### src/lruc_pkg.sv
// ----------------------------------------------------------------------------
// lruc_pkg: shared types and constants for the LRU cache cost block
// Key folding, cost constants and the request/response bundles that pass
// between the stream shell and the cache core.
// ----------------------------------------------------------------------------
package lruc_pkg;

    localparam int KEY_W  = 64;
    localparam int COST_W = 32;
    localparam int CAP_W  = 5;

    localparam logic [COST_W-1:0] HIT_COST      = 32'd1;
    localparam logic [COST_W-1:0] MISS_COST     = 32'd5;
    localparam logic [CAP_W-1:0]  CAP_RESET_VAL = 5'd16;

    localparam logic [7:0] ASCII_UPPER_A = 8'h41;
    localparam logic [7:0] ASCII_UPPER_Z = 8'h5A;
    localparam logic [7:0] ASCII_CASE    = 8'h20;

    // one lookup request to the core
    typedef struct packed {
        logic             step;
        logic [KEY_W-1:0] key;
    } t_lruc_req;

    // registered lookup result
    typedef struct packed {
        logic              hit;
        logic [COST_W-1:0] cost;
    } t_lruc_rsp;

    // fold A-Z to a-z in every byte
    function automatic logic [KEY_W-1:0] fold_key(input logic [KEY_W-1:0] k);
        logic [KEY_W-1:0] r;
        logic [7:0]       b;
        r = '0;
        for (int i = 0; i < KEY_W / 8; i++) begin
            b = k[8*i +: 8];
            if (b >= ASCII_UPPER_A && b <= ASCII_UPPER_Z) begin
                b = b + ASCII_CASE;
            end
            r[8*i +: 8] = b;
        end
        return r;
    endfunction

endpackage

### src/lruc_core.sv
// ----------------------------------------------------------------------------
// lruc_core: fully associative LRU tag store and running cost
// Parallel tag compare, recency-rank update and victim pick are combinational;
// state and the result register update together on each step.
// ----------------------------------------------------------------------------
module lruc_core
    import lruc_pkg::*;
#(
    parameter int CAPACITY  = 16,
    parameter int KEY_BYTES = 8
) (
    input  logic             i_clk,
    input  logic             i_rst_n,
    input  logic             i_cfg_we,
    input  logic [CAP_W-1:0] i_cfg_data,
    input  t_lruc_req        i_req,
    output t_lruc_rsp        o_rsp
);

    localparam int TW   = 8 * KEY_BYTES;
    localparam int RW   = (CAPACITY > 1) ? $clog2(CAPACITY) : 1;
    localparam int FW   = $clog2(CAPACITY + 1);
    localparam int CMPW = 8;

    logic [TW-1:0]       r_tag  [CAPACITY];
    logic [RW-1:0]       r_rank [CAPACITY];
    logic [CAPACITY-1:0] r_valid;
    logic [FW-1:0]       r_fill;
    logic [CAP_W-1:0]    r_cap;
    logic                r_hit;
    logic [COST_W-1:0]   r_cost;

    logic [RW-1:0]       n_rank [CAPACITY];
    logic [CAPACITY-1:0] n_valid;
    logic [FW-1:0]       n_fill;
    logic [COST_W-1:0]   n_cost;

    logic [TW-1:0]       key;
    logic [CAPACITY-1:0] match;
    logic [CAPACITY-1:0] victim;
    logic [CAPACITY-1:0] free_oh;
    logic [CAPACITY-1:0] slot;
    logic [RW-1:0]       hit_rank;
    logic                any_match;
    logic                cap_zero;
    logic                full;
    logic                is_hit;
    logic                do_insert;
    logic [COST_W-1:0]   inc;
    logic [COST_W:0]     sum;

    assign key      = i_req.key[TW-1:0];
    assign cap_zero = (r_cap == '0);
    // effective capacity is min(register, CAPACITY)
    assign full     = (CMPW'(r_fill) >= CMPW'(r_cap)) || (CMPW'(r_fill) >= CMPW'(CAPACITY));

    always_comb begin
        hit_rank = '0;
        for (int i = 0; i < CAPACITY; i++) begin
            match[i]  = r_valid[i] && (r_tag[i] == key);
            victim[i] = r_valid[i] && (CMPW'(r_rank[i]) == (CMPW'(r_fill) - CMPW'(1)));
            if (match[i]) begin
                hit_rank = hit_rank | r_rank[i];
            end
        end
    end

    assign any_match = |match;
    // lowest-index free entry
    assign free_oh   = ~r_valid & (r_valid + CAPACITY'(1));
    assign slot      = full ? victim : free_oh;
    assign is_hit    = !cap_zero && any_match;
    assign do_insert = !cap_zero && !any_match;

    assign inc    = is_hit ? HIT_COST : MISS_COST;
    assign sum    = {1'b0, r_cost} + {1'b0, inc};
    assign n_cost = sum[COST_W] ? '1 : sum[COST_W-1:0];

    always_comb begin
        n_valid = r_valid;
        n_fill  = r_fill;
        for (int i = 0; i < CAPACITY; i++) begin
            n_rank[i] = r_rank[i];
            if (is_hit) begin
                if (match[i]) begin
                    n_rank[i] = '0;
                end else if (r_valid[i] && (r_rank[i] < hit_rank)) begin
                    n_rank[i] = r_rank[i] + RW'(1);
                end
            end else if (do_insert) begin
                if (slot[i]) begin
                    n_rank[i]  = '0;
                    n_valid[i] = 1'b1;
                end else if (r_valid[i]) begin
                    n_rank[i] = r_rank[i] + RW'(1);
                end
            end
        end
        if (do_insert && !full) begin
            n_fill = r_fill + FW'(1);
        end
    end

    always_ff @(posedge i_clk) begin
        if (!i_rst_n) begin
            r_valid <= '0;
            r_fill  <= '0;
            r_cap   <= CAP_RESET_VAL;
            r_cost  <= '0;
            r_hit   <= 1'b0;
        end else if (i_cfg_we) begin
            // new capacity flushes the cache, cost is kept
            r_cap   <= i_cfg_data;
            r_valid <= '0;
            r_fill  <= '0;
        end else if (i_req.step) begin
            r_valid <= n_valid;
            r_fill  <= n_fill;
            r_cost  <= n_cost;
            r_hit   <= is_hit;
        end
    end

    always_ff @(posedge i_clk) begin
        if (i_req.step) begin
            for (int i = 0; i < CAPACITY; i++) begin
                r_rank[i] <= n_rank[i];
                if (do_insert && slot[i]) begin
                    r_tag[i] <= key;
                end
            end
        end
    end

    assign o_rsp.hit  = r_hit;
    assign o_rsp.cost = r_cost;

endmodule

### src/lru_cache_hit_cost_top.sv
// ----------------------------------------------------------------------------
// lru_cache_hit_cost_top: LRU key cache with running access cost
// Stream in keys, stream out hit flag and saturating cost per key.
// ----------------------------------------------------------------------------
// Usage
//   Slave stream carries one key word per transfer (64 bits, byte 0 low).
//   Each byte A-Z is folded to a-z (bytes past KEY_BYTES are dropped) and the
//   folded key is looked up in a CAPACITY-entry fully associative cache.
//   Master stream returns one word per key: hit flag and running cost
//   (+1 per hit, +5 per miss, saturating at 2^32-1).
//   The accept edge loads the key into the input register; its lookup then
//   loads the result register once that is free or being drained.
//   Throughput: 1 word per cycle while m_axis_tready is high; tag compare and
//   rank update over all entries are combinational, so keys can follow back to back.
//   Stall: while the result waits, one more key is held in the input register;
//   s_axis_tready drops only when both registers are occupied.
//   Config: i_cfg_we writes cache_capacity (0 disables caching, above
//   CAPACITY acts as CAPACITY); every write flushes all entries and keeps
//   the cost. Write only while the block is idle.
//   Reset: cache empty, cost zero, capacity 16, no results pending.
// ----------------------------------------------------------------------------
module lru_cache_hit_cost_top
    import lruc_pkg::*;
#(
    parameter int CAPACITY  = 16,
    parameter int KEY_BYTES = 8
) (
    input  logic             i_clk,
    input  logic             i_rst_n,
    // config
    input  logic             i_cfg_we,
    input  logic [CAP_W-1:0] i_cfg_data,   // cache_capacity
    // key stream
    input  logic             s_axis_tvalid,
    output logic             s_axis_tready,
    input  logic [63:0]      s_axis_tdata, // [63:0] key
    // result stream
    output logic             m_axis_tvalid,
    input  logic             m_axis_tready,
    output logic [39:0]      m_axis_tdata  // [0] hit, [32:1] total_cost, [39:33] zero
);

    localparam int TW = 8 * KEY_BYTES;

    logic          r_in_valid;
    logic [TW-1:0] r_key;
    logic          r_out_valid;

    logic          accept_in;
    logic          step;
    t_lruc_req     req;
    t_lruc_rsp     rsp;
    logic [KEY_W-1:0] folded;

    // lookup runs when the result register is free or being drained
    assign step          = r_in_valid && (!r_out_valid || m_axis_tready);
    assign s_axis_tready = !r_in_valid || step;
    assign accept_in     = s_axis_tvalid && s_axis_tready;
    assign folded        = fold_key(s_axis_tdata);

    always_ff @(posedge i_clk) begin
        if (!i_rst_n) begin
            r_in_valid  <= 1'b0;
            r_out_valid <= 1'b0;
        end else begin
            if (accept_in) begin
                r_in_valid <= 1'b1;
            end else if (step) begin
                r_in_valid <= 1'b0;
            end
            if (step) begin
                r_out_valid <= 1'b1;
            end else if (m_axis_tready) begin
                r_out_valid <= 1'b0;
            end
        end
    end

    always_ff @(posedge i_clk) begin
        if (accept_in) begin
            r_key <= folded[TW-1:0];
        end
    end

    assign req.step = step;
    assign req.key  = KEY_W'(r_key);

    lruc_core #(
        .CAPACITY  (CAPACITY),
        .KEY_BYTES (KEY_BYTES)
    ) u_core (
        .i_clk      (i_clk),
        .i_rst_n    (i_rst_n),
        .i_cfg_we   (i_cfg_we),
        .i_cfg_data (i_cfg_data),
        .i_req      (req),
        .o_rsp      (rsp)
    );

    assign m_axis_tvalid = r_out_valid;
    assign m_axis_tdata  = {7'd0, rsp.cost, rsp.hit};

    // ready low only with both stages full
    a_ready_low: assert property (@(posedge i_clk) disable iff (!i_rst_n)
        !s_axis_tready |-> (r_in_valid && r_out_valid))
        else $error("tready low with a free stage");

    // a lookup always leaves a result pending
    a_step_result: assert property (@(posedge i_clk) disable iff (!i_rst_n)
        step |=> m_axis_tvalid)
        else $error("lookup without result");

    // running cost never decreases
    a_cost_mono: assert property (@(posedge i_clk) disable iff (!i_rst_n)
        step |=> (rsp.cost >= $past(rsp.cost)))
        else $error("cost decreased");

    // cost holds while the result stalls
    a_cost_hold: assert property (@(posedge i_clk) disable iff (!i_rst_n)
        (m_axis_tvalid && !m_axis_tready) |=> $stable(rsp.cost))
        else $error("cost changed under stall");

endmodule
### config.mk
export PLATFORM = sky130hd
export DESIGN_NAME = lru_cache_hit_cost_top
export DESIGN_NICKNAME = d
export VERILOG_FILES = /design/src/lruc_pkg.sv /design/src/lruc_core.sv /design/src/lru_cache_hit_cost_top.sv
export SDC_FILE = /design/constraint.sdc
export NUM_CORES = 2
export LEC_CHECK = 0
export BUFFER_PORTS_ARGS = -buffer_cell sky130_fd_sc_hd__buf_2
export CAP_MARGIN = 10
export CORE_MARGIN = 3
export CORE_UTILIZATION = 45
export CTS_BUF_LIST = sky130_fd_sc_hd__clkbuf_8
export DETAILED_ROUTE_END_ITERATION = 6
export GPL_ROUTABILITY_DRIVEN = 0
export PLACE_DENSITY = 0.64
export SLEW_MARGIN = 25
export SYNTH_ARGS = -nofsm -noshare
export SYNTH_HDL_FRONTEND = slang
export SYNTH_SLANG_ARGS = --single-unit
### constraint.sdc
create_clock -name i_clk -period 11.5 [get_ports i_clk]
set_input_delay 1.15 -clock i_clk [delete_from_list [all_inputs] [get_ports i_clk]]
set_output_delay 1.15 -clock i_clk [all_outputs]
set_load 0.02 [all_outputs]
## Yosys cells after proc, flatten, opt, wreduce, memory -nomap -nowiden

Memory sizes are Yosys's and may differ from the RTL's.
Cells that the tools add are included.
W data, S select, Z words.

- Bits in registers: 125
- RAM bits: 1,088
- Output and inout port bits: 42
- Word-level logic and storage cells: 424
- Memories kept: 2

- Add/subtract/negate cells: 28
- Magnitude comparators: 34
- Eq/ne operators: 32
- Muxes and demuxes: 177
- Bitwise operators: 20
- Reductions and logical operators: 108

Memories:

| memory | words | bits a word | rd ports | clocked after Yosys merged registers in | wr ports | RTL line | RTL |
|---|---|---|---|---|---|---|---|
| u_core.r_tag | 16 | 64 | 16 | 0 | 16 | lruc_core.sv:25 | `logic [TW-1:0] r_tag [CAPACITY];` |
| u_core.r_rank | 16 | 4 | 16 | 0 | 16 | lruc_core.sv:26 | `logic [RW-1:0] r_rank [CAPACITY];` |

Operators by type and width:

| operator | number |
|---|---|
| $eq A64 B64 Y1 | 16 |
| $mux W4 | 112 |
| $eq A4 B8 Y1 | 16 |
| $logic_and A1 B1 Y1 | 77 |
| $add A4 B1 Y4 const B | 16 |
| $add A8 B6 Y8 const B | 8 |
| $ge A8 B7 Y1 const B | 8 |
| $le A8 B7 Y1 const B | 8 |
| $lt A4 B4 Y1 | 16 |
| $mux W8 | 8 |
| $reduce_and A4 Y1 | 16 |
| $or A4 B4 Y4 | 15 |
| $mux W1 | 54 |
| $add A32 B32 Y33 | 1 |
| $mux W32 | 1 |
| $add A16 B1 Y16 const B | 1 |
| $and A16 B16 Y16 | 1 |
| $mux W16 | 1 |
| $not A16 Y16 | 1 |
| $reduce_or A16 Y1 | 1 |
| $sub A5 B1 Y6 const B | 1 |
| $add A5 B1 Y5 const B | 1 |
| $ge A5 B5 Y1 | 1 |
| $ge A5 B5 Y1 const B | 1 |
| other kinds (8) | 18 |

## Logic depth before layout (Yosys ltp)

An unclocked memory read counts as a cell.

- Depth in word-level cells: 39
- Depth in mapped cells: 22

## Modules after synthesis

From an unflattened synthesis, not the netlist that was laid out.

- Cells, all modules: 3,893
- Area total of the unflattened synthesis: 55,230.5 um2

Modules (own cells, without submodules):

| module | times used | cells an instance | area an instance (um2) |
|---|---|---|---|
| lruc_core | 1 | 3,727 | 52,481.6 |
| lru_cache_hit_cost_top | 1 | 166 | 2,748.9 |

## Worst setup path before layout

Ideal clock, no wire load.

- Kind: register to register
- Start: reg u_core.r_fill[0]
- End: mem u_core.r_tag[0][320] in the netlist's numbering (enable)
- Setup time: 581 ps
- Arrival: 8,288 ps
- Data required time: 10,919 ps
- Path slack: 2,632 ps
- Stages on the path, launching flop included: 15
- Path buffers: 4
- Clock period less this slack: 8,868 ps
- Cell sequence: dfxtp_1 > buf_1 > clkbuf_1 > inv_1 > ha_1 > nand2b_1 > a21o_1 > a21o_1 > a21o_1 > a211oi_1 > clkbuf_1 > clkbuf_1 > nand4b_1 > o41ai_1 > nor3b_1

RTL lines:

| element | RTL line | RTL |
|---|---|---|
| start: declaration | lruc_core.sv:28 | `logic [FW-1:0] r_fill;` |
| start signal: assignment | lruc_core.sv:118 | `r_fill <= n_fill;` |
| end: declaration | lruc_core.sv:25 |  |

## Worst setup path after layout

- Start: reg r_key[21]
- End: reg u_core.r_cost[25]

- Longest elaborated chain between the ends: 7
- Elaborated cells between the ends (all ways): 37
- Classes of those cells: add/sub (1); eq/ne (16); mux (2); reduce/logical (18)

Ends and longest elaborated chain:

| element | RTL line | RTL |
|---|---|---|
| start: declaration | lru_cache_hit_cost_top.sv:46 | `logic [TW-1:0] r_key;` |
| start signal: assignment | lru_cache_hit_cost_top.sv:81 | `r_key <= folded[TW-1:0];` |
| $eq A64 B64 Y1 | lruc_core.sv:60 | `match[i] = r_valid[i] && (r_tag[i] == key);` |
| $logic_and A1 B1 Y1 | lruc_core.sv:60 |  |
| $reduce_or A16 Y1 (*) | lruc_core.sv:68 | `assign any_match = \|match;` |
| $logic_and A1 B1 Y1 (*) | lruc_core.sv:72 | `assign is_hit = !cap_zero && any_match;` |
| $mux W3 (*) | lruc_core.sv:75 | `assign inc = is_hit ? HIT_COST : MISS_COST;` |
| $add A32 B32 Y33 (*) | lruc_core.sv:76 | `assign sum = {1'b0, r_cost} + {1'b0, inc};` |
| $mux W32 (*) | lruc_core.sv:77 | `assign n_cost = sum[COST_W] ? '1 : sum[COST_W-1:0];` |
| end signal: assignment | lruc_core.sv:119 | `r_cost <= n_cost;` |
| end: declaration | lruc_core.sv:31 | `logic [COST_W-1:0] r_cost;` |

Mark *: on every way between the ends. The rest lies on a longest branch, timed or not.
A chain may end at the register's enable or synchronous reset.

==> summary.md <==
| Metric | Value |
|---|---|
| Fraction of layout cells with a size suffix above 1 | 0.1266 |
| Setup TNS | 0 ps |
| Status | complete, but fails checks |
| Layout Nets | 4,257 |
| Worst setup path class | reg -> reg |
| Failing checks | DRC |
| GRT Util Overall | 0.2621 |
| Async set or reset register ratio after synthesis | 0 |
| Worst-Margin Slew | 1062 ps |
| Final core utilization | 0.5072 |
| Final setup vio count | 0 |
| Remaining DRCs | 21 |
| Worst hold path type | in -> reg |
| IO Port Bufs | 108 |
| First-pass DRT Iterations | 7 |
| Routed wire per std cell | 28.81 um |
| Worst hold stages | 1 |
| First-pass GRT wire length | roughly 240,000 um |
| Reg2reg path depth | 18 |
| Leak pwr | around 21 nW |
| Slew margin rel. | 0.2922 |
| Gr ovfl total | 0 |
| Via count | about 35,000 |
| Clock latency on the worst-skew pair | about 930 ps |
| Cell Rows | roughly 130 |
| Layout Cells excl Fill | 5,865 |
| Worst path required time | 12,300 ps |
| Worst Setup Start Kind | register |
| Achievable Freq | around 0.15 GHz |
| Vias per cell | 5.981 |
| Sw frac | 0.2491 |
| Cell variety after synth | just over 80 |
| Synth Flop Type | edfxtp_1 |
| Syn-to-layout area delta | 11.07% |
| Comb power frac | 0.068 |
| Clock sink count | approximately 1,200 |
| RSZ-0062 raised after global routing | no |
| Largest family of logic cells by synthesized area | XOR/XNOR gates |
| CTS Hold Bufs | 0 |
| Sequential power share | 0.547 |
| Core area | 120,800 um2 |
| Setup WS post-layout | 4881 ps |
| Largest cells by area after synthesis | edfxtp_1 (63%), xor2_1 (7.7%), xnor2_1 (5.8%) |
| Seq cells post-synth | around 1,200 |
| Die X | 356.1 um |
| Worst Setup End Kind | register |
| P_sw | roughly 0.0022 W |
| WL final | between 150,000 and 200,000 um |
| Int Pwr | between 0.006 and 0.007 W |
| Starting density of the core | 0.4566 |
| Netlist Area Pre-Place | 55,140 um2 |
| Share of Yosys cell area claimed by the top area cell type | 0.6274 |
| Placed insts | ~5,500 |
| I/O pin count | between 100 and 150 |
| Post-synthesis sequential area ratio | 0.6495 |
| Worst Path Arrival | 7420 ps |
| Root Driver | clkbuf_8 |
| Yosys warning total | 0 |
| Full die area | 126,800 um2 |
| Post-synthesis compound-gate area fraction | 0.06408 |
| Postcts setup bufs | 0 |
| Crit path max fanout | 26 |
| Setup Skew | roughly 55 ps |
| Deepest clock path buffer count | 3 |
| Syn avg cell area | roughly 14 um2 |
| Initial antenna violation count | 3 |
| CTS tree | built |
| Deepest level of the CTS H-tree | 4 |
| DR iter-0 viols | around 4,600 |
| Worst-path clk slew | 60 ps |
| Mux cell area share after synthesis | 0.007216 |
| Commonest non-fill, non-tap cell in the layout | edfxtp_1 |
| Cell area after layout | approximately 61,000 um2 |
| Worst vdd rail ir drop | around 0.00012 V |
| Fin crit period | between 6000 and 7000 ps |
| Period utilization | 0.5756 |
| Clock Power Share | 0.385 |
| Final Hold Fails | 0 |
| Max cap viols | 0 |
| Pwr dens | ~150 nW/um2 |
| Post-synth top area cell | edfxtp_1 |
| Resize count post-CTS | 0 |
| Chip height | around 360 um |
| Mapped Cells | slightly below 4,000 |
| Vias in the first global route | 33,190 |
| Adder-Cell Fraction of Synth Area | 0.01838 |
| Final HPWL DP | around 110,000 um |
| Most frequent cells in the layout | edfxtp_1 (1,152), xor2_1 (484), xnor2_1 (367) |
| Post-synth EDFFs | about 1,200 |
| Simple-gate share of the synthesized area | 0.09857 |
| DRT antenna net count | 0 |
| Largest net degree at the start of global routing | between 60 and 70 |
| Synth Area in XOR/XNOR | 0.1355 |
| Placed inst area | 57,720 um2 |
| CTS buffer count | between 150 and 200 |
| Final Max Tran Viols | 0 |
| Place WS | approximately 5000 ps |
-- final cells by class --
type,instances,area (um2)
diodes,5,12.51
well taps,1612,2017
repair buffers,235,1510
flip-flops and latches,1213,35810
clock inverters,146,815.8
clock buffers,195,2684
multi-input cells,2362,18030
inverters,97,364.1
fillers,10270,59520
-- routing by layer --
metal	wire, um	vias up	track usage
li1	-	15060	-
met1	69460	17600	0.3644
met2	74150	2022	0.3927
met3	17730	394	0.06291
met4	7604	0	0.1134
met5	0	-	0
-- synth_stat cells, types with 39 or more instances --
library cell	number
a21oi_1	61
buf_2	64
buf_4	69
dfxtp_1	61
edfxtp_1	1152
ha_1	81
inv_1	88
nand2_1	52
nand2b_1	203
nand3_1	56
nand4_1	129
nor2_1	116
nor2b_1	78
nor3_1	39
nor4_1	146
o2111ai_1	66
o22ai_1	41
xnor2_1	368
xor2_1	485
-- worst max-delay path, stage by stage (launching register included) --
cell and delay [ps]:
edfxtp_1 320, buf_4 260, buf_4 510, clkinv_1 730
a22o_1 400, or4_1 480, nor4_2 580, a22oi_1 180
or4bb_1 330, o31ai_4 100, ha_1 330, and2_1 140
o21ai_0 100, nor3_1 300, and4_1 390, nand2_1 140
nor2_1 250, nand2_1 610, a21oi_1 320
-- power groups by stage --
stage,logic [W],clock network [W],registers (W)
floorplan,0.000314,0,0.00501
global placement,0.000591,0,0.00498
detailed placement,0.000598,0,0.00498
CTS,0.000600,0.00349,0.00489
global route,0.000634,0.00367,0.00489
finish,0.000608,0.00343,0.00489
-- registers in the layout (all words and copies together), names as in the netlist --
signal	count
u_core.r_valid	16
u_core.r_tag	1024
u_core.r_cap	5
u_core.r_rank	64
r_key	64
u_core.r_hit	1
m_axis_tvalid	1
u_core.r_cost	32
u_core.r_fill	5
r_in_valid	1
-- stage by stage --
step | power (W) | hold slack, ps
after CTS | 0.008983 | 362.3
after floorplan | 0.005321 | 450.1
final | 0.008932 | 425.2
after global placement | 0.005571 | 472.9
after detailed placement | 0.005579 | 493.4
after global routing | 0.009196 | 392.6
-- cell families after synthesis --
group / after synthesis
adders and majority gates: 81
xor gates and xnor gates: 853
DFF: 1213
other: 1
AOI/OAI and AO/OA: 453
and+or+nand+nor: 931
buffers and inverters: 274
muxes: 37
-- path summary, 6_finish.rpt --
kind	to	start	slack, ps
worst max-delay path	u_core.r_cost[25]$_SDFFE_PN0P_	r_key[21]$_DFFE_PP_	4880
worst min-delay path	r_key[48]$_DFFE_PP_	s_axis_tdata[48]	430
worst max register to register	u_core.r_cost[25]$_SDFFE_PN0P_	r_key[21]$_DFFE_PP_	4880
worst min register to register	u_core.r_hit$_SDFFE_PN0P_	u_core.r_hit$_SDFFE_PN0P_	500
Note: power is estimated with default switching activity, not from simulation.
